**src/rtl/rbnh_pkg.sv**
```systemverilog
// ----------------------------------------------------------------------------
// rbnh_pkg
// Shared types and constants of the ray versus box nearest-hit block.
// ----------------------------------------------------------------------------
package rbnh_pkg;

   localparam int FRAC_BITS_DEF = 16;
   localparam int ID_BITS_DEF   = 16;
   localparam int QUEUE_DEPTH   = 2;

   localparam int COORD_BITS = 32;
   localparam int NUM_BITS   = 34;
   localparam int CSR_IDX_BITS = 2;

   localparam logic [CSR_IDX_BITS-1:0] CSR_ORIGIN_X = 2'd0;
   localparam logic [CSR_IDX_BITS-1:0] CSR_ORIGIN_Y = 2'd1;
   localparam logic [CSR_IDX_BITS-1:0] CSR_RAY_DX   = 2'd2;
   localparam logic [CSR_IDX_BITS-1:0] CSR_RAY_DY   = 2'd3;

   localparam logic [2:0] NORM_NONE  = 3'd0;
   localparam logic [2:0] NORM_NEG_X = 3'd1;
   localparam logic [2:0] NORM_POS_X = 3'd2;
   localparam logic [2:0] NORM_NEG_Y = 3'd3;
   localparam logic [2:0] NORM_POS_Y = 3'd4;

   // one classified box waiting for the slab divisions
   typedef struct packed {
      logic signed [NUM_BITS-1:0] num_l;
      logic signed [NUM_BITS-1:0] num_r;
      logic signed [NUM_BITS-1:0] num_t;
      logic signed [NUM_BITS-1:0] num_b;
      logic                       test;
      logic                       last;
   } rbnh_job_type;

endpackage

```
**src/rtl/rbnh_front.sv**
```systemverilog
// ----------------------------------------------------------------------------
// rbnh_front
// Accepts box requests, forms the four slab numerators and marks boxes that
// cannot be hit (not collidable, or outside a slab along a zero ray axis).
// ----------------------------------------------------------------------------
module rbnh_front (
   input  logic                                   req_valid,
   output logic                                   req_ready,
   input  logic signed [31:0]                     box_left,
   input  logic signed [31:0]                     box_top,
   input  logic [30:0]                            box_width,
   input  logic [30:0]                            box_height,
   input  logic                                   collidable,
   input  logic                                   last_box,
   input  logic signed [31:0]                     origin_x,
   input  logic signed [31:0]                     origin_y,
   input  logic signed [31:0]                     ray_dx,
   input  logic signed [31:0]                     ray_dy,
   input  logic                                   queue_full,
   output logic                                   push,
   output rbnh_pkg::rbnh_job_type                 job
);
   logic signed [33:0] left_e, right_e, top_e, bottom_e, ox_e, oy_e;
   logic               x_out, y_out;

   always_comb begin
      left_e   = 34'(box_left);
      right_e  = 34'(box_left) + $signed({3'b000, box_width});
      top_e    = 34'(box_top);
      bottom_e = 34'(box_top) - $signed({3'b000, box_height});
      ox_e     = 34'(origin_x);
      oy_e     = 34'(origin_y);
      x_out    = (ray_dx == '0) && (ox_e < left_e || ox_e > right_e);
      y_out    = (ray_dy == '0) && (oy_e > top_e || oy_e < bottom_e);
      job.num_l = left_e - ox_e;
      job.num_r = right_e - ox_e;
      job.num_t = top_e - oy_e;
      job.num_b = bottom_e - oy_e;
      job.test  = collidable && !x_out && !y_out;
      job.last  = last_box;
   end

   assign req_ready = !queue_full;
   assign push      = req_valid && !queue_full;
endmodule

```
**config.mk**
```make
export PLATFORM = sky130hd
export DESIGN_NAME = rbnh_front
export DESIGN_NICKNAME = d
export VERILOG_FILES = /design/src/rtl/rbnh_pkg.sv /design/src/rtl/rbnh_front.sv
export SDC_FILE = /design/constraint.sdc
export NUM_CORES = 1
export LEC_CHECK = 0
export BUFFER_PORTS_ARGS = -buffer_cell sky130_fd_sc_hd__buf_2
export CAP_MARGIN = 25
export CORE_AREA = 3 3 153 155
export DETAILED_ROUTE_END_ITERATION = 8
export DIE_AREA = 0 0 156 158
export GPL_ROUTABILITY_DRIVEN = 0
export PLACE_DENSITY = 0.75
export SYNTH_ARGS = -nofsm -noshare
export SYNTH_HDL_FRONTEND = slang
export SYNTH_SLANG_ARGS = --single-unit
```
**constraint.sdc**
```tcl
create_clock -name vclk -period 7
set_input_delay 1.05 -clock vclk [all_inputs]
set_output_delay 1.05 -clock vclk [all_outputs]
set_load 0.01 [all_outputs]
```
# After elaboration in Yosys (flattened, before gate mapping)
# Cells that the tools add are included.
word_totals:
  regBits: 0
  inputBits: 258
  output_inout_bits: 140
  wordCells: 22
classes:
  addsub: 6
  order_cmp: 4
  reduce_logical: 12
ops:
  columns: ["cell", "n"]
  rows:
  - ["subtractor 32 x 32 -> 33 bit", 3]
  - ["subtractor 33 x 32 -> 34 bit", 2]
  - ["logical NOT 32 bit", 2]
  - ["adder 32 x 32 -> 33 bit", 1]
  - ["greater-than comparator 32 x 33 -> 1 bit", 1]
  - ["less-than comparator 32 x 33 -> 1 bit", 1]
  - ["greater-than comparator 32 bit", 1]
  - ["less-than comparator 32 bit", 1]
  - ["logical AND 1 bit", 5]
  - ["logical NOT 1 bit", 3]
  - ["logical OR 1 bit", 2]

# Depth between registers and ports, before layout
depth:
  ltp_word: 7
  ltp_mapped: 23
  mapped_depth_nobuf: 22

# Least setup slack after synthesis
# Ideal clock, no wire load.
synth_path:
  path_kind: "input to output"
  from: "input port box_height[10]"
  to: "output port job[35] in the netlist's numbering"
  arrival_ps: 5142
  required_time_ps: 5950
  path_slack_ps: 808
  path_stages: 19
  path_buffers: 0
  cell_sequence: "inv_1 ha_1 a21o_1 a21o_1 a2111oi_4 a21oi_1 o41a_1 a21o_1 a211oi_1 nor2_1 ha_1 nand4_1 or2_1 o31ai_1 a31oi_1 o211a_1 a2111oi_1 o21ai_1 a31o_1"
synth_lines:
  columns: ["element", "line_no", "source"]
  rows:
  - ["from (decl)", "rbnh_front.sv:12", "input logic [30:0] box_height,"]
  - ["to (decl)", "rbnh_front.sv:21", "output rbnh_pkg::rbnh_job_type job"]

==> results.toml <==
[sta]
worst_slew_pin_slew_ns = 0.650
slew_headroom = 0.563
fmaxAchievable_ghz = 0.149
setup_viol = 0
report.final.slew_viol_count = 0
period_minus_slack_ns = 6.71
hold_viol = 0
fin_crit_sh = 0.958

[routing]
ant_nets = 0
vias_per_cell = 5.82
dr.pass1.iters = 8
drtIter0Drc = 775
totalWireLength_microns = 36000
wire_per_inst_microns = 16.7
vias = 12535
drt_drc_violations_left = 0

[setup_path]
cp_data_arrival_time_ns = 5.66
critPathMaxFanout = 5
crit_chain = "buf_2 -> ha_1 -> inv_1 -> fa_1 -> nor2b_1 -> o31a_1 -> o221ai_1 -> a21oi_2 -> a21oi_1 -> o21bai_2 -> a21o_1 -> a21oi_1 -> xnor2_1 -> ha_1 -> and3_1 -> a41oi_1 -> o21bai_1 -> a31oi_2 -> a211o_1 -> o221ai_1 -> a311o_1 -> a21oi_1 -> xnor2_1 -> buf_2"
critPathTopFamily = "compound AO/OA/AOI/OAI gates"
end_kind = "output pin"
path_class = "in -> out"
startpoint_type = "input port"
worstPathRequired_ns = 5.95
crit_slowest_cell = "fa_1"
cp_common_cell = "a21oi_1"
max_stage_delay_ns = 0.41
path_buf_inv = 3

[yosys]
synth_area_sq_um = 10100
ys_types = 72
syn_nets = 1940
synth_top_area_share = 0.239
yosys.area.top_type = "ha_1"
synth_common_cells = "ha_1, a21oi_1, inv_1"
synth.area.top_cells = "ha_1, xnor2_1, a21oi_1"
synth.avg_cell_area_sq_um = 6.85
synth_most_common_cell = "ha_1"
syn_inst = 1482
synth_seq_area_share = 0
yosysWarnings = 0

[grt]
antenna_found_initial = 0
grt_remaining_overflow = 0
grtUsageTotal = 0.261
grt_max_degree = 10
grt_pass1_vias = 11406
grt_pass1_wl_microns = 54700

[status]
status = "finished clean"

[power_and_ir_drop]
ir_worst_vdd_mv = 0.138
power_leakage_uw = 0.00653
power-per-cell-area_nw_per_um2 = 168

[placement]
place_hpwl_microns = 31500
dpl.cell_count = 2149
port_buffers = 396
place_area_sq_um = 12400

[floorplanning]
die_w_microns = 156
fp.dieArea_sq_um = 24600
ios = 398
floorplan.rows = 54
initial_core_util = 0.462
core_sq_um = 22000
die_y_microns = 158

[clocking]
hold_buffers = 0

[job]
max-cap-violations = 0

[final_layout]
regArea_sq_um = 0
nets = 2332
area.growth.synth_to_final_pct = 23.7
drive_gt1_frac = 0.231
nFlopsAndLatches = 0
clock_buffers = 0
stdcell_count = 2152
antenna-diode-count = 0
design_area_sq_um = 12500

[worst_hold_path]
hold_class = "in -> out"
==> logic make-up after synthesis <==
| group | synth area share |
|---|---|
| fa+ha+maj | 0.251 |
| buf+inv | 0.0647 |
| xor+xnor | 0.129 |
| compound gates | 0.354 |
| simple gates | 0.200 |
==> where the power goes <==
part	switching [uW]	leakage, uW	internal, uW	total, uW
clock network	0	0	0	0
logic	1210	0.00653	900	2110
registers	0	0	0	0
==> layout make-up <==
class	instances	area, sq um
well taps	280	350
fillers	2104	9410
multi-input cells	1310	9570
inverters	160	601
repair buffers	402	2030
==> metal layers <==
metal  track usage  vias up  routed length (microns)  part of all wire
li1              -     6244                        -                 -
met1         0.347     5705                    15400              0.43
met2         0.463      521                    17200              0.48
met3        0.0112       65                     2300             0.064
met4        0.0669        0                     1090             0.030
met5             0        -                        0                 0
==> cells in the final DEF, fill, tap and decap left out, types with 18 or more instances in the layout <==
master	instances
a211oi_1	27
a21oi_1	155
o21bai_1	22
nand2b_1	25
xnor2_1	115
o21ai_0	68
and3_1	18
ha_1	192
o21a_1	42
buf_2	396
nor2b_1	32
o21ai_1	32
a31oi_1	18
a21o_1	65
nor4_1	25
nor3_1	28
nand4_1	20
inv_1	158
nand2_1	81
xor2_1	35
nand3_1	27
o211ai_1	18
nor2_1	119
==> stage by stage <==
stage                     TNS [ns]  hold slack, ns  worst slack (ns)  power (uW)   util
after floorplan                  0            2.14             0.808        1390      -
after global placement           0            2.10             0.233        2020  0.567
after detailed placement         0            2.10             0.108        2050  0.567
after CTS                        0            2.10            0.0899        2060  0.567
after global routing        -0.115            2.10           -0.0545        2300  0.571
final                            0            2.10             0.294        2110  0.571
==> worst paths after layout <==
| check | start | endpoint | slack (ns) | depth (start not counted) |
|---|---|---|---|---|
| setup / recovery | box_left[0] | job[102] | 0.29 | 24 |
| hold / removal | last_box | job[0] | 2.10 | 0 |
==> repair_timing <==
action	4_1_cts	5_1_grt
setup endpoints to repair	0	10
gates resized for setup	0	19
setup buffers	0	3
Power figures use the tool's default switching activity.
