`src/rtl/rbnh_pkg.sv`:
```
// ----------------------------------------------------------------------------
// rbnh_pkg
// Shared types and constants of the ray versus box nearest-hit block.
// ----------------------------------------------------------------------------
package rbnh_pkg;

   localparam int FRAC_BITS_DEF = 16;
   localparam int ID_BITS_DEF   = 16;
   localparam int QUEUE_DEPTH   = 2;

   localparam int COORD_BITS = 32;
   localparam int NUM_BITS   = 34;
   localparam int CSR_IDX_BITS = 2;

   localparam logic [CSR_IDX_BITS-1:0] CSR_ORIGIN_X = 2'd0;
   localparam logic [CSR_IDX_BITS-1:0] CSR_ORIGIN_Y = 2'd1;
   localparam logic [CSR_IDX_BITS-1:0] CSR_RAY_DX   = 2'd2;
   localparam logic [CSR_IDX_BITS-1:0] CSR_RAY_DY   = 2'd3;

   localparam logic [2:0] NORM_NONE  = 3'd0;
   localparam logic [2:0] NORM_NEG_X = 3'd1;
   localparam logic [2:0] NORM_POS_X = 3'd2;
   localparam logic [2:0] NORM_NEG_Y = 3'd3;
   localparam logic [2:0] NORM_POS_Y = 3'd4;

   // one classified box waiting for the slab divisions
   typedef struct packed {
      logic signed [NUM_BITS-1:0] num_l;
      logic signed [NUM_BITS-1:0] num_r;
      logic signed [NUM_BITS-1:0] num_t;
      logic signed [NUM_BITS-1:0] num_b;
      logic                       test;
      logic                       last;
   } rbnh_job_type;

endpackage

```
`src/rtl/rbnh_fifo.sv`:
```
// ----------------------------------------------------------------------------
// rbnh_fifo
// Short request queue between the classifying front and the slab back end.
// ----------------------------------------------------------------------------
module rbnh_fifo #(
   parameter int WIDTH = 8,
   parameter int DEPTH = rbnh_pkg::QUEUE_DEPTH
) (
   input  logic             clock,
   input  logic             reset,
   input  logic             push,
   input  logic [WIDTH-1:0] wdata,
   input  logic             pop,
   output logic [WIDTH-1:0] rdata,
   output logic             full,
   output logic             empty
);
   localparam int PW = (DEPTH > 1) ? $clog2(DEPTH) : 1;
   localparam int CW = $clog2(DEPTH + 1);

   logic [WIDTH-1:0] mem_ff [DEPTH];
   logic [PW-1:0]    wp_ff, rp_ff;
   logic [CW-1:0]    cnt_ff;

   assign full  = cnt_ff == CW'(DEPTH);
   assign empty = cnt_ff == '0;
   assign rdata = mem_ff[rp_ff];

   always_ff @(posedge clock) begin
      if (reset) begin
         wp_ff  <= '0;
         rp_ff  <= '0;
         cnt_ff <= '0;
      end else begin
         if (push) wp_ff <= (wp_ff == PW'(DEPTH - 1)) ? '0 : wp_ff + 1'b1;
         if (pop)  rp_ff <= (rp_ff == PW'(DEPTH - 1)) ? '0 : rp_ff + 1'b1;
         if (push && !pop)      cnt_ff <= cnt_ff + 1'b1;
         else if (pop && !push) cnt_ff <= cnt_ff - 1'b1;
      end
   end

   always_ff @(posedge clock) begin
      if (push) mem_ff[wp_ff] <= wdata;
   end
endmodule

```
`config.mk`:
```
export PLATFORM = sky130hd
export DESIGN_NAME = rbnh_fifo
export DESIGN_NICKNAME = d
export VERILOG_FILES = /design/src/rtl/rbnh_pkg.sv /design/src/rtl/rbnh_fifo.sv
export SDC_FILE = /design/constraint.sdc
export NUM_CORES = 1
export LEC_CHECK = 0
export BUFFER_PORTS_ARGS = -buffer_cell sky130_fd_sc_hd__buf_2
export CAP_MARGIN = 25
export CORE_MARGIN = 1
export CORE_UTILIZATION = 45
export DETAILED_ROUTE_END_ITERATION = 16
export PLACE_DENSITY_LB_ADDON = 0.3
export REMOVE_ABC_BUFFERS = 1
export SETUP_SLACK_MARGIN = 0.4
export SLEW_MARGIN = 20
export SYNTH_ARGS = -nofsm -noshare
export SYNTH_HDL_FRONTEND = slang
export SYNTH_SLANG_ARGS = --single-unit
```
`constraint.sdc`:
```
create_clock -name clock -period 1.87 [get_ports clock]
set_input_delay 0.0935 -clock clock [delete_from_list [all_inputs] [get_ports clock]]
set_output_delay 0.0935 -clock clock [all_outputs]
set_load 0.005 [all_outputs]
```
## Word level (Yosys, flattened, before mapping)

Memories as Yosys holds them, arrays and structs flattened. A register that Yosys moved wholly into a read port is not among the register bits.
Index checks and enable logic that the tools add are counted.

| operators by class | value |
|---|---|
| $add $sub $neg | 4 |
| $mul | 0 |
| div/mod/pow operators | 0 |
| order comparisons | 0 |
| equal/unequal tests | 1 |
| shifts and indexed selects | 0 |
| multiplexer cells | 8 |
| bitwise operators | 0 |
| reduce and logical (&&, ||, !) cells | 6 |

Operator list:

| operator | count |
|---|---|
| 1-bit 2-to-1 mux | 6 |
| 2-bit 2-to-1 mux | 2 |
| 1-bit adder (second input constant) | 2 |
| 2-bit by 1-bit adder with 2-bit output (second input constant) | 1 |
| 2-bit == test (second input constant) | 1 |
| 1-bit logical AND | 2 |
| 1-bit zero test | 2 |
| 2-bit zero test | 1 |
| 2-bit nonzero test | 1 |
| 2-bit by 1-bit subtractor with 2-bit output (second input constant) | 1 |

| storage, ports and cells | value |
|---|---|
| register bits | 4 |
| bits in latches | 0 |
| RAM bits | 16 |
| memory bits (read-only) | 0 |
| output and inout port bits | 10 |
| word-level logic and storage cells | 23 |
| memories | 1 |

Memory list:

| memory | depth | bits a word | read ports | clocked after Yosys merged registers in | wr ports | line | source |
|---|---|---|---|---|---|---|---|
| mem_ff | 2 | 8 | 1 | 1 | 1 | rbnh_fifo.sv:21 | `logic [WIDTH-1:0] mem_ff [DEPTH];` |

## Longest topological paths before layout

Gate-level depths: netlist of the first run.

| depth | value |
|---|---|
| word-level depth | 4 |
| gate-level depth with buffers | 5 |
| gate-level depth less buffers | 5 |

## Worst setup path before layout of the first run

Ideal clock, no wire load.

| timing path | value |
|---|---|
| kind | reg2reg |
| start point | register wp_ff |
| end point | memory mem_ff[0][0] (enable) |
| arrival | 715 ps |
| data required time | 1497 ps |
| setup slack | 782 ps |
| stages on the path, launching flop included | 2 |
| buffers on the path | 0 |
| clock period less this slack | 1088 ps |
| path through | dfxtp_1 nor2b_1 |

RTL lines:

| element | line | source |
|---|---|---|
| start, declared | rbnh_fifo.sv:22 | `logic [PW-1:0] wp_ff, rp_ff;` |
| start signal, assigned | rbnh_fifo.sv:35 | `if (push) wp_ff <= (wp_ff == PW'(DEPTH - 1)) ? '0 : wp_ff + 1'b1;` |
| end, declared | rbnh_fifo.sv:21 |  |

No word-level cell before the write port.

==> results of run 1 <==
-- what timing repair did --
action | CTS | global route
setup endpoints to repair | 1 | 0
resized for setup | 1 | 0
hold buffers | 9 | 0
hold endpoints to repair | 17 | 0
-- critical path, delay by kind of cell (launching register included) --
| kind | cells | cell delay [ps] |
|---|---|---|
| buffers and inverters | 1 | 130 |
| multiplexers | 1 | 360 |
| flip-flops | 1 | 450 |
-- cell type report --
class                      count  area, um2  area share
clock buffer                   4       26.3      0.0255
inverter                       1       3.75     0.00365
multi-input combinational     24        194       0.189
sequential                    21        582       0.566
tap                           16       20.0      0.0195
timing repair buffer          31        203       0.197
-- kinds of logic (layout without fill, tap and decap cells) --
| logic type | Yosys count | after routing |
|---|---|---|
| AO/OA/AOI/OAI | 2 | 2 |
| XOR/XNOR | 4 | 4 |
| buffers and inverters | 2 | 36 |
| AND/OR/NAND/NOR | 9 | 9 |
| multiplexers | 8 | 8 |
| adder cells (fa/ha/maj) | 1 | 1 |
| flip-flops | 21 | 21 |
-- power by group --
part           internal (uW)  switching (uW)  total [uW]  leakage (uW)
registers                539            19.7         559      0.000192
logic                   78.0            50.1         128      0.000208
clock network           83.1             128         211     0.0000150
-- cell usage after synthesis --
cell,number
a21oi_1,1
and2_1,1
and2b_2,1
buf_2,1
dfxtp_1,5
edfxtp_1,16
ha_1,1
inv_1,1
mux2_2,8
nor2_1,5
nor2b_1,1
o21ai_0,1
or3_1,1
xnor2_1,2
xor2_1,2
-- layer usage --
| metal | vias to the layer above | track usage |
|---|---|---|
| met5 | - | 0 |
| met4 | 0 | 0.0750 |
| met3 | 4 | 0.0500 |
| met2 | 13 | 0.239 |
| met1 | 211 | 0.185 |
| li1 | 236 | - |
-- worst paths after layout --
path,from,to,slack (ps),cells after the start
max,register,rdata[3],540,2
min,push,wp_ff,70,3
max reg2reg,wp_ff,mem_ff[1][4],810,1
min reg2reg,cnt_ff[1],cnt_ff[1],510,2
-- flip-flops by register name, summed over array words and instances, names as in the netlist, named ones only --
| signal | count |
|---|---|
| rp_ff | 1 |
| cnt_ff | 2 |
| mem_ff | 16 |
| wp_ff | 1 |
-- through the flow --
step | std cells | util | hold slack [ps] | cell area [um2] | setup slack [ps]
3_3_place_gp | 84 | 0.584 | 283 | 911 | 767
3_5_place_dp | 84 | 0.584 | 284 | 911 | 744
6_report | 97 | 0.660 | 68.0 | 1030 | 543
5_1_grt | 97 | 0.660 | 73.5 | 1030 | 484
4_1_cts | 97 | 0.660 | 68.3 | 1030 | 525
2_1_floorplan | 46 | - | 163 | 778 | 782
==> summary.md, run 1 <==
| Metric | Value |
|---|---|
| Slew Limit Fails | `0` |
| Crit-path max FO | `8` |
| Clock tree buffer depth | `2` |
| Period utilization | `0.709` |
| # Max-Cap Violations | `0` |
| Wire length on met3 | `50 um` |
| Layout fillers | `approximately 120` |
| Most frequent cells in the layout | `21 x buf_2, 16 x edfxtp_1, 9 x dlygate4sd3_1` |
| Root Buffer | `clkbuf_4` |
| Worst VDD drop | `about 520 uV` |
| Max stage delay cell, worst path | `dfxtp_2` |
| Placer Congestion | `0.647` |
| Hpwl dp | `roughly 800 um` |
| CP Data Required Time | `1780 ps` |
| Least-Margin Pin Slew | `about 360 ps` |
| Met2 Routed Length | `598 um` |
| Synth Area in XOR/XNOR | `0.0447` |
| IO Port Bufs | `21` |
| Share of layout cells above drive strength 1 | `0.432` |
| Critical Path Sink Type | `output port` |
| Routed WL | `1190 um` |
| Uppermost routed layer | `met4` |
| Overflow after GRT | `0` |
| # Post-CTS Setup Buffers | `0` |
| Hold Vio Cnt, Final | `0` |
| Total iterations of the first detailed-routing run | `9` |
| Initial core utilization | `0.502` |
| Layout area overhead | `31.3%` |
| Largest family of logic cells by synthesized area | `multiplexers` |
| Status | `complete, but fails checks` |
| Commonest non-fill, non-tap cell in the layout | `buf_2` |
| Synth cell types | `15` |
| Fin Setup TNS | `0 ps` |
| Area share of the largest cell type after synthesis | `0.613` |
| Clk Latency, worst-skew pair | `300 ps` |
| Critical Path Max Stage Delay | `450 ps` |
| Synth area leader | `edfxtp_1` |
| Min-Delay Path Class | `in -> reg` |
| Iter 0 DRT Violations | `9` |
| Mean area per synthesized cell | `16.7 um2` |
| Area contributors post-synth | `edfxtp_1 61%, dfxtp_1 13%, mux2_2 12%` |
| Mux cell area share after synthesis | `0.115` |
| H-tree depth | `1` |
| CTS tree | `built` |
| Nets | `95` |
| Failing checks | `DRC` |
| Mapped Cells | `47` |
| Crit Path Class | `reg -> out` |
| Final setup violation count | `0` |
| Worst Skew | `2.58 ps` |
| Die X | `43.7 um` |
| Avg WL per Cell | `12.2 um` |
| Global-route usage over all layers | `0.151` |
| ANT cells | `0` |
| Pwr Density | `a little under 900 mW/mm2` |
| Leakage power | `0.000415 uW` |
| Pwr Total | `898 uW` |
| Vias | `464` |
| Die area | `0.00191 mm2` |
| Vias in the first global route | `455` |
| Post-layout min period | `1330 ps` |
| Ys Warns | `0` |
| First-pass GRT wire length | `1950 um` |
| Die height | `roughly 44 um` |
| Simple-gate area share of the yosys netlist | `0.0591` |
| Compound-Gate Fraction of Synth Area | `0.0128` |
| Arr. time, crit path | `1230 ps` |
| Num CTS Buffers | `3` |
| Seq/Total Area, Yosys | `0.741` |
| CP Launch Type | `register` |
| Clock transition at path regs | `110 ps` |
| Remaining DRCs | `1` |
| Final ANT Viol Nets | `0` |
| Crit path cell chain | `mux2_2 > buf_2` |
| I/O Pins | `22` |
| Synthesized cell area | `783 um2` |
| Row cnt | `14` |
| Unrepaired setup endpoints after global routing | `false` |
| Initial antenna violation count | `0` |
| Achievable Freq | `754 MHz` |
| # clock sinks | `21` |
| Core area | `0.00156 mm2` |
| WL met1 | `just over 500 um` |
| Vias per std cell | `4.78` |
| Synthesized-area fraction occupied by adder cells | `0.0160` |
| Largest net degree at the start of global routing | `12` |
| Yosys reg bits | `21` |
| Slew HR | `0.763` |
Note: power is estimated with default switching activity, not from simulation.
==> run 2, diff against run 1 <==
- clock period: 1.87 -> 1.3 ns (I/O delays scaled with it)
==> run 2 against run 1 <==
Utilization increased by 7.3 points. Die area unchanged. The flow still finishes with violations (DRC). Highest routed layer unchanged. Sequential power increased by 45%. Combinational power increased by 100%. Global-route usage increased by 0.53 points. Critical path depth unchanged. Sequential cell count unchanged. Worst hold slack got worse by 23 ps. Cell count increased by 2.1%.
==> summary.md, run 2 (synthesis results as in run 1) <==
| Metric | Value |
|---|---|
| Status | `complete, but fails checks (unchanged)` |
| Failing checks | `DRC (unchanged)` |
| Wire length on met3 | `42 um (was 50 um)` |
| Core area | `0.00156 mm2 (unchanged)` |
| Hold_ws | `44.6 ps (was 68.0 ps)` |
| Row cnt | `14 (unchanged)` |
| Num CTS Buffers | `3 (unchanged)` |
| Clock tree buffer depth | `2 (unchanged)` |
| Die area | `0.00191 mm2 (unchanged)` |
| Hpwl dp | `798 um (unchanged)` |
| Area of placed instances | `911 um2 (unchanged)` |
| Largest net degree at the start of global routing | `12 (unchanged)` |
| Crit path cell chain | `mux2_4 > buf_6 (was mux2_2 > buf_2)` |
| Initial antenna violation count | `0 (unchanged)` |
| Max stage delay cell, worst path | `dfxtp_4 (was dfxtp_2)` |
| Period utilization | `0.960` |
| Commonest non-fill, non-tap cell in the layout | `edfxtp_1 (was buf_2)` |
| Top Registers | `mem_ff x16, cnt_ff x2 (unchanged)` |
| Slew Limit Fails | `0 (unchanged)` |
| Die X | `43.7 um (unchanged)` |
| Final ANT Viol Nets | `0 (unchanged)` |
| Layout Cells excl Fill | `99 (was 97)` |
| Avg WL per Cell | `12.8 um (was 12.2 um)` |
| Hold Vio Cnt, Final | `0 (unchanged)` |
| Achievable Freq | `801 MHz` |
| Nets | `97 (was 95)` |
| Die height | `43.7 um (unchanged)` |
| Layout area overhead | `45.8% (was 31.3%)` |
| CP Launch Type | `register (unchanged)` |
| Leakage power | `0.000477 uW (was 0.000415 uW)` |
| Most frequent cells in the layout | `16 x edfxtp_1, 12 x buf_2, 9 x dlygate4sd3_1, 9 x buf_6, 8 x mux2_4 (was 21 x buf_2, 16 x edfxtp_1, 9 x dlygate4sd3_1)` |
| Fin Setup TNS | `0 ps (unchanged)` |
| Clock transition at path regs | `100 ps (was 110 ps)` |
| Root Buffer | `clkbuf_4 (unchanged)` |
| Critical Path Max Stage Delay | `450 ps (about the same)` |
| Total iterations of the first detailed-routing run | `10 (was 9)` |
| Iter 0 DRT Violations | `10 (was 9)` |
| Routed WL | `1270 um (was 1190 um)` |
| CP Data Required Time | `1240 ps (was 1780 ps)` |
| Critical Path Sink Type | `output port (unchanged)` |
| Vias in the first global route | `452 (was 455)` |
| Crit-path max FO | `8 (unchanged)` |
| I/O Pins | `22 (unchanged)` |
| Met2 Routed Length | `688 um (was 598 um)` |
| Placer Congestion | `0.647 (unchanged)` |
| Fin util | `0.733 (was 0.660)` |
| Unrepaired setup endpoints after global routing | `true (was false)` |
| Least-Margin Pin Slew | `233 ps (was 355 ps)` |
| Slew HR | `0.843 (was 0.763)` |
| Vias per std cell | `4.79 (was 4.78)` |
| Vias | `474 (was 464)` |
| Largest register by flop count | `mem_ff (unchanged)` |
| Design area | `0.00114 mm2 (was 0.00103 mm2)` |
| Uppermost routed layer | `met4 (unchanged)` |
| Remaining DRCs | `1 (unchanged)` |
| Max reg flops | `16 (unchanged)` |
| Crit Path Class | `reg -> out (unchanged)` |
| First-pass GRT wire length | `2010 um (was 1950 um)` |
| Clk Latency, worst-skew pair | `290 ps (was 300 ps)` |
| Arr. time, crit path | `1180 ps (was 1230 ps)` |
| Min-Delay Path Class | `in -> reg (unchanged)` |
| Overflow after GRT | `0 (unchanged)` |
| Worst VDD drop | `760 uV (was 518 uV)` |
| Share of layout cells above drive strength 1 | `0.506 (was 0.432)` |
| WL met1 | `512 um (was 507 um)` |
| Worst Skew | `1.98 ps (was 2.58 ps)` |
| CTS tree | `built (unchanged)` |
| ANT cells | `0 (unchanged)` |
| Global-route usage over all layers | `0.156 (was 0.151)` |
| # clock sinks | `21 (unchanged)` |
| H-tree depth | `1 (unchanged)` |
| Pwr Density | `1200 mW/mm2 (was 873 mW/mm2)` |
| Final setup violation count | `0 (unchanged)` |
| # placed instances | `84 (unchanged)` |
| Post-layout min period | `around 1200 ps` |
| Initial core utilization | `0.502 (unchanged)` |
| IO Port Bufs | `21 (unchanged)` |
| # Max-Cap Violations | `0 (unchanged)` |
run 2: changes by cell type in the layout (fill, tap and decap cells not counted):
cell     previous run  this run
mux2_2              8         0
and2_1              1         0
dfxtp_4             0         1
buf_6               0         9
mux2_4              0         8
a21oi_2             0         1
dfxtp_1             4         1
and2_4              0         1
dfxtp_2             1         3
a21oi_1             1         0
buf_4               1         3
buf_2              21        12
run 2: critical path: cells and delay by family (launching register included):
kind     cells  cell delay [ps]
flops        1              450
buf+inv      1              120
mux          1              320
run 2: timing repair:
item,CTS,global route
hold endpoints to repair,21,0
hold buffers,9,0
cloned,0,0
buffers inserted,2,0
pin swaps,1,0
endpoints found under the setup margin,27,19
resized for setup,21,4
run 2: power breakdown:
group / internal, uW / total [uW] / switching (uW) / leakage, uW
Sequential: 778 / 811 / 33.1 / 0.000193
Combinational: 175 / 262 / 86.7 / 0.000268
Clock: 120 / 299 / 179 / 0.0000150
run 2: cell type report:
| cell class | instances | area, um2 |
|---|---|---|
| repair buffers | 33 | 274 |
| well taps | 16 | 20.0 |
| multi-input cells | 24 | 230 |
| inverters | 1 | 3.75 |
| clock buffers | 4 | 26.3 |
| fillers | 101 | 417 |
| flip-flops and latches | 21 | 588 |
run 2: per-layer routing:
| metal | vias up | GRT usage |
|---|---|---|
| li1 | 240 | - |
| met1 | 219 | 0.194 |
| met2 | 11 | 0.248 |
| met3 | 4 | 0.0500 |
| met4 | 0 | 0.0750 |
| met5 | - | 0 |
run 2: worst paths after layout:
check                           slack (ps)  cells past startpoint        end       from
worst max-delay path                    50                      2   rdata[3]   register
worst min-delay path                    40                      3   register        pop
worst max register to register         300                      3  cnt_ff[1]  cnt_ff[0]
worst min register to register         540                      2   register      rp_ff
run 2: through the flow:
stage | setup slack, ps | power (uW)
2_1_floorplan | 212 | 905
5_1_grt | 10.6 | 1440
3_5_place_dp | 202 | 984
4_1_cts | 38.3 | 1360
6_report | 51.8 | 1370
3_3_place_gp | 226 | 978
