===== src/rtl/rbnh_pkg.sv =====
// ----------------------------------------------------------------------------
// rbnh_pkg
// Shared types and constants of the ray versus box nearest-hit block.
// ----------------------------------------------------------------------------
package rbnh_pkg;

   localparam int FRAC_BITS_DEF = 16;
   localparam int ID_BITS_DEF   = 16;
   localparam int QUEUE_DEPTH   = 2;

   localparam int COORD_BITS = 32;
   localparam int NUM_BITS   = 34;
   localparam int CSR_IDX_BITS = 2;

   localparam logic [CSR_IDX_BITS-1:0] CSR_ORIGIN_X = 2'd0;
   localparam logic [CSR_IDX_BITS-1:0] CSR_ORIGIN_Y = 2'd1;
   localparam logic [CSR_IDX_BITS-1:0] CSR_RAY_DX   = 2'd2;
   localparam logic [CSR_IDX_BITS-1:0] CSR_RAY_DY   = 2'd3;

   localparam logic [2:0] NORM_NONE  = 3'd0;
   localparam logic [2:0] NORM_NEG_X = 3'd1;
   localparam logic [2:0] NORM_POS_X = 3'd2;
   localparam logic [2:0] NORM_NEG_Y = 3'd3;
   localparam logic [2:0] NORM_POS_Y = 3'd4;

   // one classified box waiting for the slab divisions
   typedef struct packed {
      logic signed [NUM_BITS-1:0] num_l;
      logic signed [NUM_BITS-1:0] num_r;
      logic signed [NUM_BITS-1:0] num_t;
      logic signed [NUM_BITS-1:0] num_b;
      logic                       test;
      logic                       last;
   } rbnh_job_type;

endpackage


===== src/rtl/rbnh_div.sv =====
// ----------------------------------------------------------------------------
// rbnh_div
// Radix-2 slab divider: (num * 2^FRAC_BITS) / den rounded toward zero,
// saturated to +-(2^(FRAC_BITS+2)-1). One quotient bit a cycle.
// ----------------------------------------------------------------------------
module rbnh_div #(
   parameter int FRAC_BITS = rbnh_pkg::FRAC_BITS_DEF
) (
   input  logic                                   clock,
   input  logic                                   reset,
   input  logic                                   start,
   input  logic signed [rbnh_pkg::NUM_BITS-1:0]   num,
   input  logic signed [rbnh_pkg::COORD_BITS-1:0] den,
   output logic                                   done,
   output logic signed [FRAC_BITS+2:0]            quo
);
   localparam int SW = FRAC_BITS + 2;
   localparam int CW = $clog2(SW + 1);

   logic            busy_ff, done_ff, sat_ff, neg_ff;
   logic [CW-1:0]   cnt_ff;
   logic [31:0]     rem_ff, ad_ff;
   logic [SW-1:0]   quo_ff, lo_ff;

   logic [33:0]     an;
   logic [31:0]     ad_in;
   logic [32:0]     r2;
   logic            ge;
   logic [31:0]     rem_in;
   logic [SW-1:0]   mag;

   always_comb begin
      an     = num[33] ? 34'(-num) : 34'(num);
      ad_in  = den[31] ? 32'(-den) : 32'(den);
      r2     = {rem_ff, lo_ff[SW-1]};
      ge     = r2 >= {1'b0, ad_ff};
      rem_in = ge ? 32'(r2 - {1'b0, ad_ff}) : r2[31:0];
      mag    = sat_ff ? {SW{1'b1}} : quo_ff;
   end

   assign quo  = neg_ff ? -$signed({1'b0, mag}) : $signed({1'b0, mag});
   assign done = done_ff;

   always_ff @(posedge clock) begin
      if (reset) begin
         busy_ff <= 1'b0;
         done_ff <= 1'b0;
         cnt_ff  <= '0;
      end else begin
         done_ff <= 1'b0;
         if (start) begin
            busy_ff <= 1'b1;
            cnt_ff  <= '0;
         end else if (busy_ff) begin
            cnt_ff <= cnt_ff + 1'b1;
            if (cnt_ff == CW'(SW - 1)) begin
               busy_ff <= 1'b0;
               done_ff <= 1'b1;
            end
         end
      end
   end

   always_ff @(posedge clock) begin
      if (start) begin
         // quotient fits SW bits unless |num| >= 4|den|
         rem_ff <= an[33:2];
         lo_ff  <= {an[1:0], {FRAC_BITS{1'b0}}};
         quo_ff <= '0;
         ad_ff  <= ad_in;
         sat_ff <= an >= {ad_in, 2'b00};
         neg_ff <= num[33] ^ den[31];
      end else if (busy_ff) begin
         rem_ff <= rem_in;
         lo_ff  <= {lo_ff[SW-2:0], 1'b0};
         quo_ff <= {quo_ff[SW-2:0], ge};
      end
   end
endmodule


===== src/rtl/rbnh_back.sv =====
// ----------------------------------------------------------------------------
// rbnh_back
// Runs the four slab divisions, merges the slabs, keeps the nearest hit and
// forms the result with its hit point on the last box of a query.
// ----------------------------------------------------------------------------
module rbnh_back #(
   parameter int FRAC_BITS = rbnh_pkg::FRAC_BITS_DEF,
   parameter int ID_BITS   = rbnh_pkg::ID_BITS_DEF
) (
   input  logic                         clock,
   input  logic                         reset,
   input  logic signed [31:0]           origin_x,
   input  logic signed [31:0]           origin_y,
   input  logic signed [31:0]           ray_dx,
   input  logic signed [31:0]           ray_dy,
   input  logic                         queue_empty,
   input  rbnh_pkg::rbnh_job_type       head_job,
   input  logic [ID_BITS-1:0]           head_id,
   output logic                         pop,
   output logic                         rsp_valid,
   input  logic                         rsp_ready,
   output logic                         hit,
   output logic [ID_BITS-1:0]           hit_id,
   output logic [FRAC_BITS:0]           hit_t,
   output logic signed [31:0]           hit_x,
   output logic signed [31:0]           hit_y,
   output logic [2:0]                   hit_normal
);
   localparam int QW = FRAC_BITS + 3;
   localparam int TW = FRAC_BITS + 1;
   localparam int PW = 32 + TW + 1;
   localparam logic signed [QW-1:0] ONE_Q = {2'b00, 1'b1, {FRAC_BITS{1'b0}}};
   localparam logic signed [PW-1:0] RND   = {{(PW-FRAC_BITS){1'b0}}, {FRAC_BITS{1'b1}}};

   typedef enum logic [2:0] {
      ST_IDLE, ST_START, ST_DIV, ST_EVAL, ST_MUL, ST_SUM, ST_OUT
   } state_type;

   state_type              state_ff;
   rbnh_pkg::rbnh_job_type job_ff;
   logic [ID_BITS-1:0]     id_ff;

   logic                   bv_ff;
   logic [TW-1:0]          bt_ff;
   logic [ID_BITS-1:0]     bid_ff;
   logic [2:0]             bn_ff;

   logic signed [PW-1:0]   prod_x_ff, prod_y_ff;
   logic                   rsp_valid_ff, hit_ff;
   logic [ID_BITS-1:0]     hit_id_ff;
   logic [TW-1:0]          hit_t_ff;
   logic signed [31:0]     hit_x_ff, hit_y_ff;
   logic [2:0]             hit_normal_ff;

   logic                   div_start;
   logic [3:0]             div_done;
   logic signed [QW-1:0]   q_l, q_r, q_t, q_b;

   logic signed [QW-1:0]   en, ex, tmin_a, tmax_a, tmin_b, tmax_b;
   logic [2:0]             nrm_a, nrm_b;
   logic                   box_hit, take;
   logic signed [31:0]     sum_x, sum_y;

   assign div_start = (state_ff == ST_START) && job_ff.test;
   assign pop       = (state_ff == ST_IDLE) && !queue_empty;

   rbnh_div #(.FRAC_BITS(FRAC_BITS)) u_div_l (
      .clock(clock), .reset(reset), .start(div_start), .num(job_ff.num_l),
      .den(ray_dx), .done(div_done[0]), .quo(q_l));
   rbnh_div #(.FRAC_BITS(FRAC_BITS)) u_div_r (
      .clock(clock), .reset(reset), .start(div_start), .num(job_ff.num_r),
      .den(ray_dx), .done(div_done[1]), .quo(q_r));
   rbnh_div #(.FRAC_BITS(FRAC_BITS)) u_div_t (
      .clock(clock), .reset(reset), .start(div_start), .num(job_ff.num_t),
      .den(ray_dy), .done(div_done[2]), .quo(q_t));
   rbnh_div #(.FRAC_BITS(FRAC_BITS)) u_div_b (
      .clock(clock), .reset(reset), .start(div_start), .num(job_ff.num_b),
      .den(ray_dy), .done(div_done[3]), .quo(q_b));

   function automatic logic signed [31:0] hit_coord(
      input logic signed [31:0] org,
      input logic signed [PW-1:0] prod
   );
      logic signed [PW-1:0] adj;
      logic signed [34:0]   s;
      begin
         // truncate toward zero, then saturate
         adj = prod + (prod[PW-1] ? RND : '0);
         s   = 35'(org) + 35'($signed(adj[PW-1:FRAC_BITS]));
         if (s[34:31] == 4'b0000 || s[34:31] == 4'b1111) hit_coord = s[31:0];
         else if (s[34]) hit_coord = 32'sh8000_0000;
         else hit_coord = 32'sh7fff_ffff;
      end
   endfunction

   always_comb begin
      tmin_a = '0;
      tmax_a = ONE_Q;
      nrm_a  = rbnh_pkg::NORM_NONE;
      en     = q_l;
      ex     = q_r;
      if (ray_dx != '0) begin
         if (q_l < q_r) begin
            en = q_l; ex = q_r; nrm_a = rbnh_pkg::NORM_NEG_X;
         end else begin
            en = q_r; ex = q_l; nrm_a = rbnh_pkg::NORM_POS_X;
         end
         if (en <= tmin_a) nrm_a = rbnh_pkg::NORM_NONE;
         else tmin_a = en;
         if (ex < tmax_a) tmax_a = ex;
      end
      tmin_b = tmin_a;
      tmax_b = tmax_a;
      nrm_b  = nrm_a;
      if (ray_dy != '0) begin
         if (q_t < q_b) begin
            en = q_t; ex = q_b;
            if (en > tmin_b) begin
               tmin_b = en; nrm_b = rbnh_pkg::NORM_NEG_Y;
            end
         end else begin
            en = q_b; ex = q_t;
            if (en > tmin_b) begin
               tmin_b = en; nrm_b = rbnh_pkg::NORM_POS_Y;
            end
         end
         if (ex < tmax_b) tmax_b = ex;
      end
      // a miss on x leaves the window empty through y as well
      box_hit = job_ff.test && (tmin_b <= tmax_b);
      take    = box_hit && (!bv_ff || tmin_b[TW-1:0] < bt_ff);
      sum_x   = hit_ff ? hit_coord(origin_x, prod_x_ff) : '0;
      sum_y   = hit_ff ? hit_coord(origin_y, prod_y_ff) : '0;
   end

   always_ff @(posedge clock) begin
      if (reset) begin
         state_ff     <= ST_IDLE;
         rsp_valid_ff <= 1'b0;
         bv_ff        <= 1'b0;
         bt_ff        <= '0;
         bid_ff       <= '0;
         bn_ff        <= rbnh_pkg::NORM_NONE;
      end else begin
         case (state_ff)
            ST_IDLE: begin
               if (!queue_empty) begin
                  job_ff   <= head_job;
                  id_ff    <= head_id;
                  state_ff <= ST_START;
               end
            end
            ST_START: begin
               state_ff <= job_ff.test ? ST_DIV : ST_EVAL;
            end
            ST_DIV: begin
               if (&div_done) state_ff <= ST_EVAL;
            end
            ST_EVAL: begin
               if (take) begin
                  bv_ff  <= 1'b1;
                  bt_ff  <= tmin_b[TW-1:0];
                  bid_ff <= id_ff;
                  bn_ff  <= nrm_b;
               end
               state_ff <= job_ff.last ? ST_MUL : ST_IDLE;
            end
            ST_MUL: begin
               hit_ff        <= bv_ff;
               hit_id_ff     <= bid_ff;
               hit_t_ff      <= bt_ff;
               hit_normal_ff <= bn_ff;
               prod_x_ff     <= ray_dx * $signed({1'b0, bt_ff});
               prod_y_ff     <= ray_dy * $signed({1'b0, bt_ff});
               // clear the running hit for the next query
               bv_ff    <= 1'b0;
               bt_ff    <= '0;
               bid_ff   <= '0;
               bn_ff    <= rbnh_pkg::NORM_NONE;
               state_ff <= ST_SUM;
            end
            ST_SUM: begin
               hit_x_ff     <= sum_x;
               hit_y_ff     <= sum_y;
               rsp_valid_ff <= 1'b1;
               state_ff     <= ST_OUT;
            end
            ST_OUT: begin
               if (rsp_ready) begin
                  rsp_valid_ff <= 1'b0;
                  state_ff     <= ST_IDLE;
               end
            end
            default: state_ff <= ST_IDLE;
         endcase
      end
   end

   assign rsp_valid  = rsp_valid_ff;
   assign hit        = hit_ff;
   assign hit_id     = hit_id_ff;
   assign hit_t      = hit_t_ff;
   assign hit_x      = hit_x_ff;
   assign hit_y      = hit_y_ff;
   assign hit_normal = hit_normal_ff;
endmodule


===== config.mk =====
export PLATFORM = sky130hd
export DESIGN_NAME = rbnh_back
export DESIGN_NICKNAME = d
export VERILOG_FILES = /design/src/rtl/rbnh_pkg.sv /design/src/rtl/rbnh_div.sv /design/src/rtl/rbnh_back.sv
export SDC_FILE = /design/constraint.sdc
export NUM_CORES = 2
export LEC_CHECK = 0
export BUFFER_PORTS_ARGS = -buffer_cell sky130_fd_sc_hd__buf_2
export CAP_MARGIN = 30
export CORE_UTILIZATION = 40
export DETAILED_ROUTE_END_ITERATION = 7
export PLACE_DENSITY = 0.59
export SYNTH_ARGS = -nofsm -noshare
export SYNTH_HDL_FRONTEND = slang
export SYNTH_SLANG_ARGS = --single-unit

===== constraint.sdc =====
create_clock -name clock -period 35.8 [get_ports clock]
set_input_delay 3.58 -clock clock [delete_from_list [all_inputs] [get_ports clock]]
set_output_delay 3.58 -clock clock [all_outputs]
set_load 0.03 [all_outputs]

* Word level (Yosys, flattened, before mapping)
Cells that the tools add are included.
** Storage, ports and cells
- Word-level logic and storage cells :: 249
- Register bits after elaboration :: 704
- Input bits :: 286
** Operators by class
- Equal/unequal tests :: 16
- Reductions and logical operators :: 32
- $add $sub $neg :: 22
- Bitwise gates (word level) :: 10
- Order comparisons :: 17
- $mul :: 2
- Mux-type cells :: 95
** Operator list (count)
- 32-bit two-way mux :: 18
- 19-bit two-way mux :: 20
- 18-bit two-way mux :: 12
- 34-bit greater-or-equal comparator :: 4
- 34-bit two-way mux :: 4
- 34-bit negation :: 4
- 33-bit by 32-bit greater-or-equal comparator with 1-bit output :: 4
- 32-bit subtractor :: 4
- 50-bit by 16-bit adder with 50-bit output :: 2
- 32-bit by 18-bit multiplier with 50-bit output :: 2
- 18-bit negation with 19-bit output :: 4
- 32-bit by 34-bit adder with 35-bit output :: 2
- 32-bit negation :: 2
- 32-bit nonzero test :: 2
- 19-bit less-than comparator :: 3
- 16-bit two-way mux :: 3
- 19-bit > comparator :: 2
- 17-bit one-hot mux with 2 select lines :: 1
- 3-bit two-way mux :: 11
- 16-bit one-hot mux with 2 select lines :: 1
- 3-bit one-hot mux with 7 select lines :: 1
- 5-bit by 1-bit adder with 5-bit output, second input constant :: 4
- 5-bit == test, second input constant :: 4
- 19-bit by 1-bit less-or-equal comparator with 1-bit output, second input constant :: 1
- 26 further kinds :: 79

* Depth between registers and ports, before layout
- Word-level depth :: 18
- Gate-level depth with buffers :: 58
- Depth with buffers taken out :: 51

* Cells and area by module
Synthesis repeated with hierarchy kept, for this count alone.
** Second synthesis, totals
- Cells, all modules :: 10098
- Area, all modules :: 93248.2 um2
** Modules (own cells, without submodules)
- rbnh_back :: area each 60471.7 um2, cells each 6302, instances 1
- rbnh_div (u_div_b ...) :: area each 8245.4 um2, cells each 949, instances 3
- rbnh_div (u_div_t) :: area each 8040.2 um2, cells each 949, instances 1

* Worst setup path before layout
Ideal clock, no wire load.
- Path type :: input -> register
- Start point :: input reset
- End point :: register hit_ff (netlist: hit), enable pin
- Cell stages on the path :: 2
- Setup slack :: 17.008 ns
- Arrival time :: 17.774 ns
- Library setup time :: 1.018 ns
- Cell sequence :: clkbuf_1 nor4b_1
** On the way
- Cells in the longest elaborated chain, start to end :: 2
** Ends and longest elaborated chain
- start, declared :: line rbnh_back.sv:11 : input logic reset,
- 1-bit inverter (no source line)
- 2-bit AND reduction (no source line)
- end signal, assigned :: line rbnh_back.sv:169 : hit_ff <= bv_ff;
- end, declared :: line rbnh_back.sv:49 : logic rsp_valid_ff, hit_ff;
No other way between the ends.
A chain may end at the register's enable or synchronous reset.

* Worst setup path after layout
- Start point :: input ray_dx[6]
- End point :: register bid_ff[2]
** On the way
- Cells in the longest elaborated chain, start to end :: 11
- Elaborated cells on any way between the ends :: 19
- Those cells by class :: 5 x order compare; 1 x eq/ne; 8 x mux; 5 x reduce/logical
** Ends and longest elaborated chain
- start, declared :: line rbnh_back.sv:14 : input logic signed [31:0] ray_dx,
- 32-bit nonzero test (*) :: line rbnh_back.sv:102 : if (ray_dx != '0) begin
- 19-bit two-way mux :: line rbnh_back.sv:102
- 19-bit > comparator, on equally long branches :: line rbnh_back.sv:123, rbnh_back.sv:118
- 19-bit two-way mux, on equally long branches :: line rbnh_back.sv:123, rbnh_back.sv:118
- 19-bit two-way mux :: line rbnh_back.sv:116 : if (q_t < q_b) begin
- 19-bit two-way mux :: line rbnh_back.sv:115 : if (ray_dy != '0) begin
- 19-bit less-or-equal comparator / 17-bit less-than comparator (equally long branches) :: line rbnh_back.sv:130, rbnh_back.sv:131
- 1-bit logical AND / 1-bit logical OR (equally long branches) :: line rbnh_back.sv:130, rbnh_back.sv:131
- 1-bit logical AND (*) :: line rbnh_back.sv:131 : take = box_hit && (!bv_ff || tmin_b[TW-1:0] < bt_ff);
- 2-bit != test (no source line) (*)
- 2-bit AND reduction (no source line) (*)
- end signal, assigned :: line rbnh_back.sv:163 : bid_ff <= id_ff;
- end, declared :: line rbnh_back.sv:45 : logic [ID_BITS-1:0] bid_ff;
Mark *: on every way between the ends. The rest lies on a longest branch, timed or not.

==> flow_metrics.env <==
export IMPL_status="finished with violations"
export IMPL_violations="DRC"
export IMPL_place_ws_ps=21320
export IMPL_grt_pass1_vias=70250
export IMPL_comb_power_share=0.320
export IMPL_finClkSkew_ps=39.54
export IMPL_max_stage_delay_ps=830
export IMPL_yosys_area_top_type_share=0.2423
export IMPL_gp_congestion=0.9481
export IMPL_pwr_share_seq=0.330
export IMPL_p_clk_frac=0.349
export IMPL_syn_inst=9457
export IMPL_cts_root_buf="clkbuf_16"
export IMPL_peakVddDrop_mv=0.03369
export IMPL_antenna_found_initial=22
export IMPL_ys_seq_elements=704
export IMPL_start_util=0.4031
export IMPL_postLayoutSetupSlackWorst_ps=21890
export IMPL_wl_um=273100
export IMPL_fmax_ghz=0.07189
export IMPL_hold_depth=0
export IMPL_worstHoldStart="bid_ff[9]"
export IMPL_nNetsFinal=11670
export IMPL_synth_edf_count=563
export IMPL_dp_hpwl_um=213300
export IMPL_clkLatencyLatePin_ps=780
export IMPL_p_sw_frac=0.3590
export IMPL_cts_tree="done"
export IMPL_hold_viol=0
export IMPL_final_util=0.4409
export IMPL_crit_slowest_cell="nor3b_1"
export IMPL_ys_flop_type="edfxtp_1"
export IMPL_maxCapViolCount=0
export IMPL_post_drt_via_cell_ratio=5.413
export IMPL_die_h_um=467.3
export IMPL_multiInputGateArea_mm2=0.05989
export IMPL_cts_buffers=93
export IMPL_avgSynthCellArea_um2=9.157
export IMPL_rsz0062_at_grt="false"
export IMPL_dr_first_iter_drc_count=4701
export IMPL_clock_path_buffers=3
export IMPL_leakagePower_uw=0.04154
export IMPL_rows=170
export IMPL_cts_repair_resized=0
export IMPL_p_sw_uw=1068
export IMPL_crit_type="in2reg"
export IMPL_drtPass1Iterations=8
export IMPL_clk_pin_slew_ps=60
export IMPL_worst_path_most_repeated_cell="o21ai_0"
export IMPL_timing_rr_start="u_div_l.sat_ff"
export IMPL_min_period_ps=13910
export IMPL_ys_warn_count=0
export IMPL_grt_pass1_wl_um=422500
export IMPL_worst_pin_slew_ps=1087
export IMPL_cts_sinks=704
export IMPL_nFillCells=20800
export IMPL_yosysTopAreaCell="fa_1"
export IMPL_post_cts_buffers=0
export IMPL_die_w_um=467.3
export IMPL_grt_usage=0.2521
export IMPL_p_total_uw=2974
export IMPL_internal_power_uw=1907
export IMPL_critPathLaunch="ray_dx[6]"
export IMPL_worstRegToRegCells=45
export IMPL_setup_viol_count_final=0
export IMPL_slew_viol_final=0
export IMPL_synthToLayoutAreaGrowth_pct=9.381
export IMPL_portBuffers=388
export IMPL_cp_max_fo=36
export IMPL_crit_required_ps=36460
export IMPL_wl_per_cell_um=21.78
export IMPL_syn_area_mm2=0.08660
export IMPL_vias=67870
export IMPL_arrival_ps=14570
export IMPL_ioPinCount=389
export IMPL_slew_headroom=0.2757
export IMPL_async_reset_ff_frac=0
export IMPL_setup_tns_ps=0
export IMPL_drive_above_1_share=0.07447
export IMPL_grt_max_degree=163
export IMPL_grt_ovfl_total=0
export IMPL_yosysSeqAreaShare=0.2278
export IMPL_startpoint_type="input pin"
export IMPL_cellPowerDensity_mw_per_mm2=31.40
export IMPL_hp_class="reg2reg"
export IMPL_period_share=0.3885
export IMPL_end_kind="flop"
export IMPL_core_area_mm2=0.2148
export IMPL_netlist_top_cells_area="fa_1 24%, edfxtp_1 20%, ha_1 11%"
export IMPL_synth_cell_types=100
export IMPL_drcViolationCount=2
export IMPL_final_antenna_net_count=0
export IMPL_htree_levels=3
export IMPL_regArea_mm2=0.01976
export IMPL_die_area_mm2=0.2184
export IMPL_hold_buffers=0
[through the flow]
stage          cell area, µm²  std cells  hold WS (ps)
6_report                94720      12540         430.6
2_1_floorplan           86600       9458         406.4
3_3_place_gp            91110      12330         412.9
3_5_place_dp            91230      12340         417.5
5_1_grt                 94710      12530         442.9
4_1_cts                 94570      12520         432.2
[final cells by class]
cell class / count / area share
repair buffers: 474 / 0.02874
flip-flops and latches: 704 / 0.2086
inverters: 1438 / 0.05704
well taps: 2838 / 0.03749
clock inverters: 56 / 0.007291
multi-input cells: 6891 / 0.6323
clock buffers: 119 / 0.02804
diodes: 18 / 0.0004755
[flip-flops by register name, indices dropped and copies added, names as in the netlist, 16 cells and up]
signal / cells
hit_y: 32
u_div_t.rem_ff: 32
prod_x_ff: 50
job_ff: 138
u_div_l.ad_ff: 32
bid_ff: 16
prod_y_ff: 50
hit_x: 32
u_div_t.quo_ff: 18
hit_id: 16
hit_t: 17
u_div_r.quo_ff: 18
u_div_l.quo_ff: 18
u_div_t.ad_ff: 32
id_ff: 16
bt_ff: 17
u_div_r.rem_ff: 32
u_div_l.rem_ff: 32
u_div_b.quo_ff: 18
u_div_b.rem_ff: 32
[kinds of logic (layout without fill, tap and decap cells)]
kind of cell | count (synthesis) | in the layout | synth area share
adder cells (fa/ha/maj) | 1785 | 1785 | 0.3487
AO/OA/AOI/OAI | 1581 | 1581 | 0.1160
AND/OR/NAND/NOR | 2839 | 2839 | 0.1544
XOR/XNOR | 538 | 538 | 0.05441
multiplexers | 146 | 146 | 0.01706
buffers and inverters | 1863 | 2087 | 0.08160
flip-flops | 704 | 704 | 0.2278
other | 1 | 20 | 0.00004330
[power by group through the flow]
stage	clock, µW	sequential [µW]	combinational, µW
2_1_floorplan	0	985	656
3_3_place_gp	0	997	925
3_5_place_dp	0	998	940
4_1_cts	1060	981	949
5_1_grt	1090	986	1060
6_report	1040	982	953
[final timing paths]
path / endpoint / slack (ps)
setup / recovery: bid_ff[2] / 21890
setup reg to reg: bid_ff[2] / 22750
hold / removal: hit_id[9] / 430
hold reg to reg: hit_id[9] / 430
[routing by layer]
layer	vias to the layer above	global-route usage	wire [µm]
li1	31440	-	-
met1	34010	0.3373	119200
met2	1997	0.4152	128200
met3	420	0.03296	14760
met4	4	0.09350	10850
met5	-	0	32
[critical path, delay by kind of cell]
kind | cells | cell delay (ps)
compound gates | 19 | 5160
simple gates | 14 | 4070
fa+ha+maj | 2 | 610
buf+inv | 4 | 1050
[synthesized netlist by cell type, types with 39 or more instances]
cell type and number:
xor2_1 167, xnor2_1 371, a211oi_1 41, dfxtp_1 141, mux2i_1 133, a21oi_1 508, nor2_1 665, and3_1 51
nand3_1 107, ha_1 732, clkbuf_1 364, nand2_1 1086, o41ai_1 39, nor2b_1 77, edfxtp_1 563, o21ai_0 328
nand4_1 77, and2_1 373, o21a_1 78, or4_1 47, a31oi_1 49, o31ai_1 62, nand2b_1 79, or3_1 50
buf_1 44, inv_1 1438, a21o_1 176, fa_1 1048, nor4_1 39, nor3_1 94
[cell usage in the layout, fill, tap and decap left out, types with 102 or more instances in the layout]
cell type	n
a21o_1	176
a21oi_1	507
and2_1	372
buf_2	394
clkbuf_16	102
dfxtp_1	124
edfxtp_1	563
fa_1	1048
ha_1	732
inv_1	1437
mux2i_1	133
nand2_1	1086
nand3_1	107
nor2_1	665
o21ai_0	326
xnor2_1	371
xor2_1	167
(Power assumes the default switching activity.)
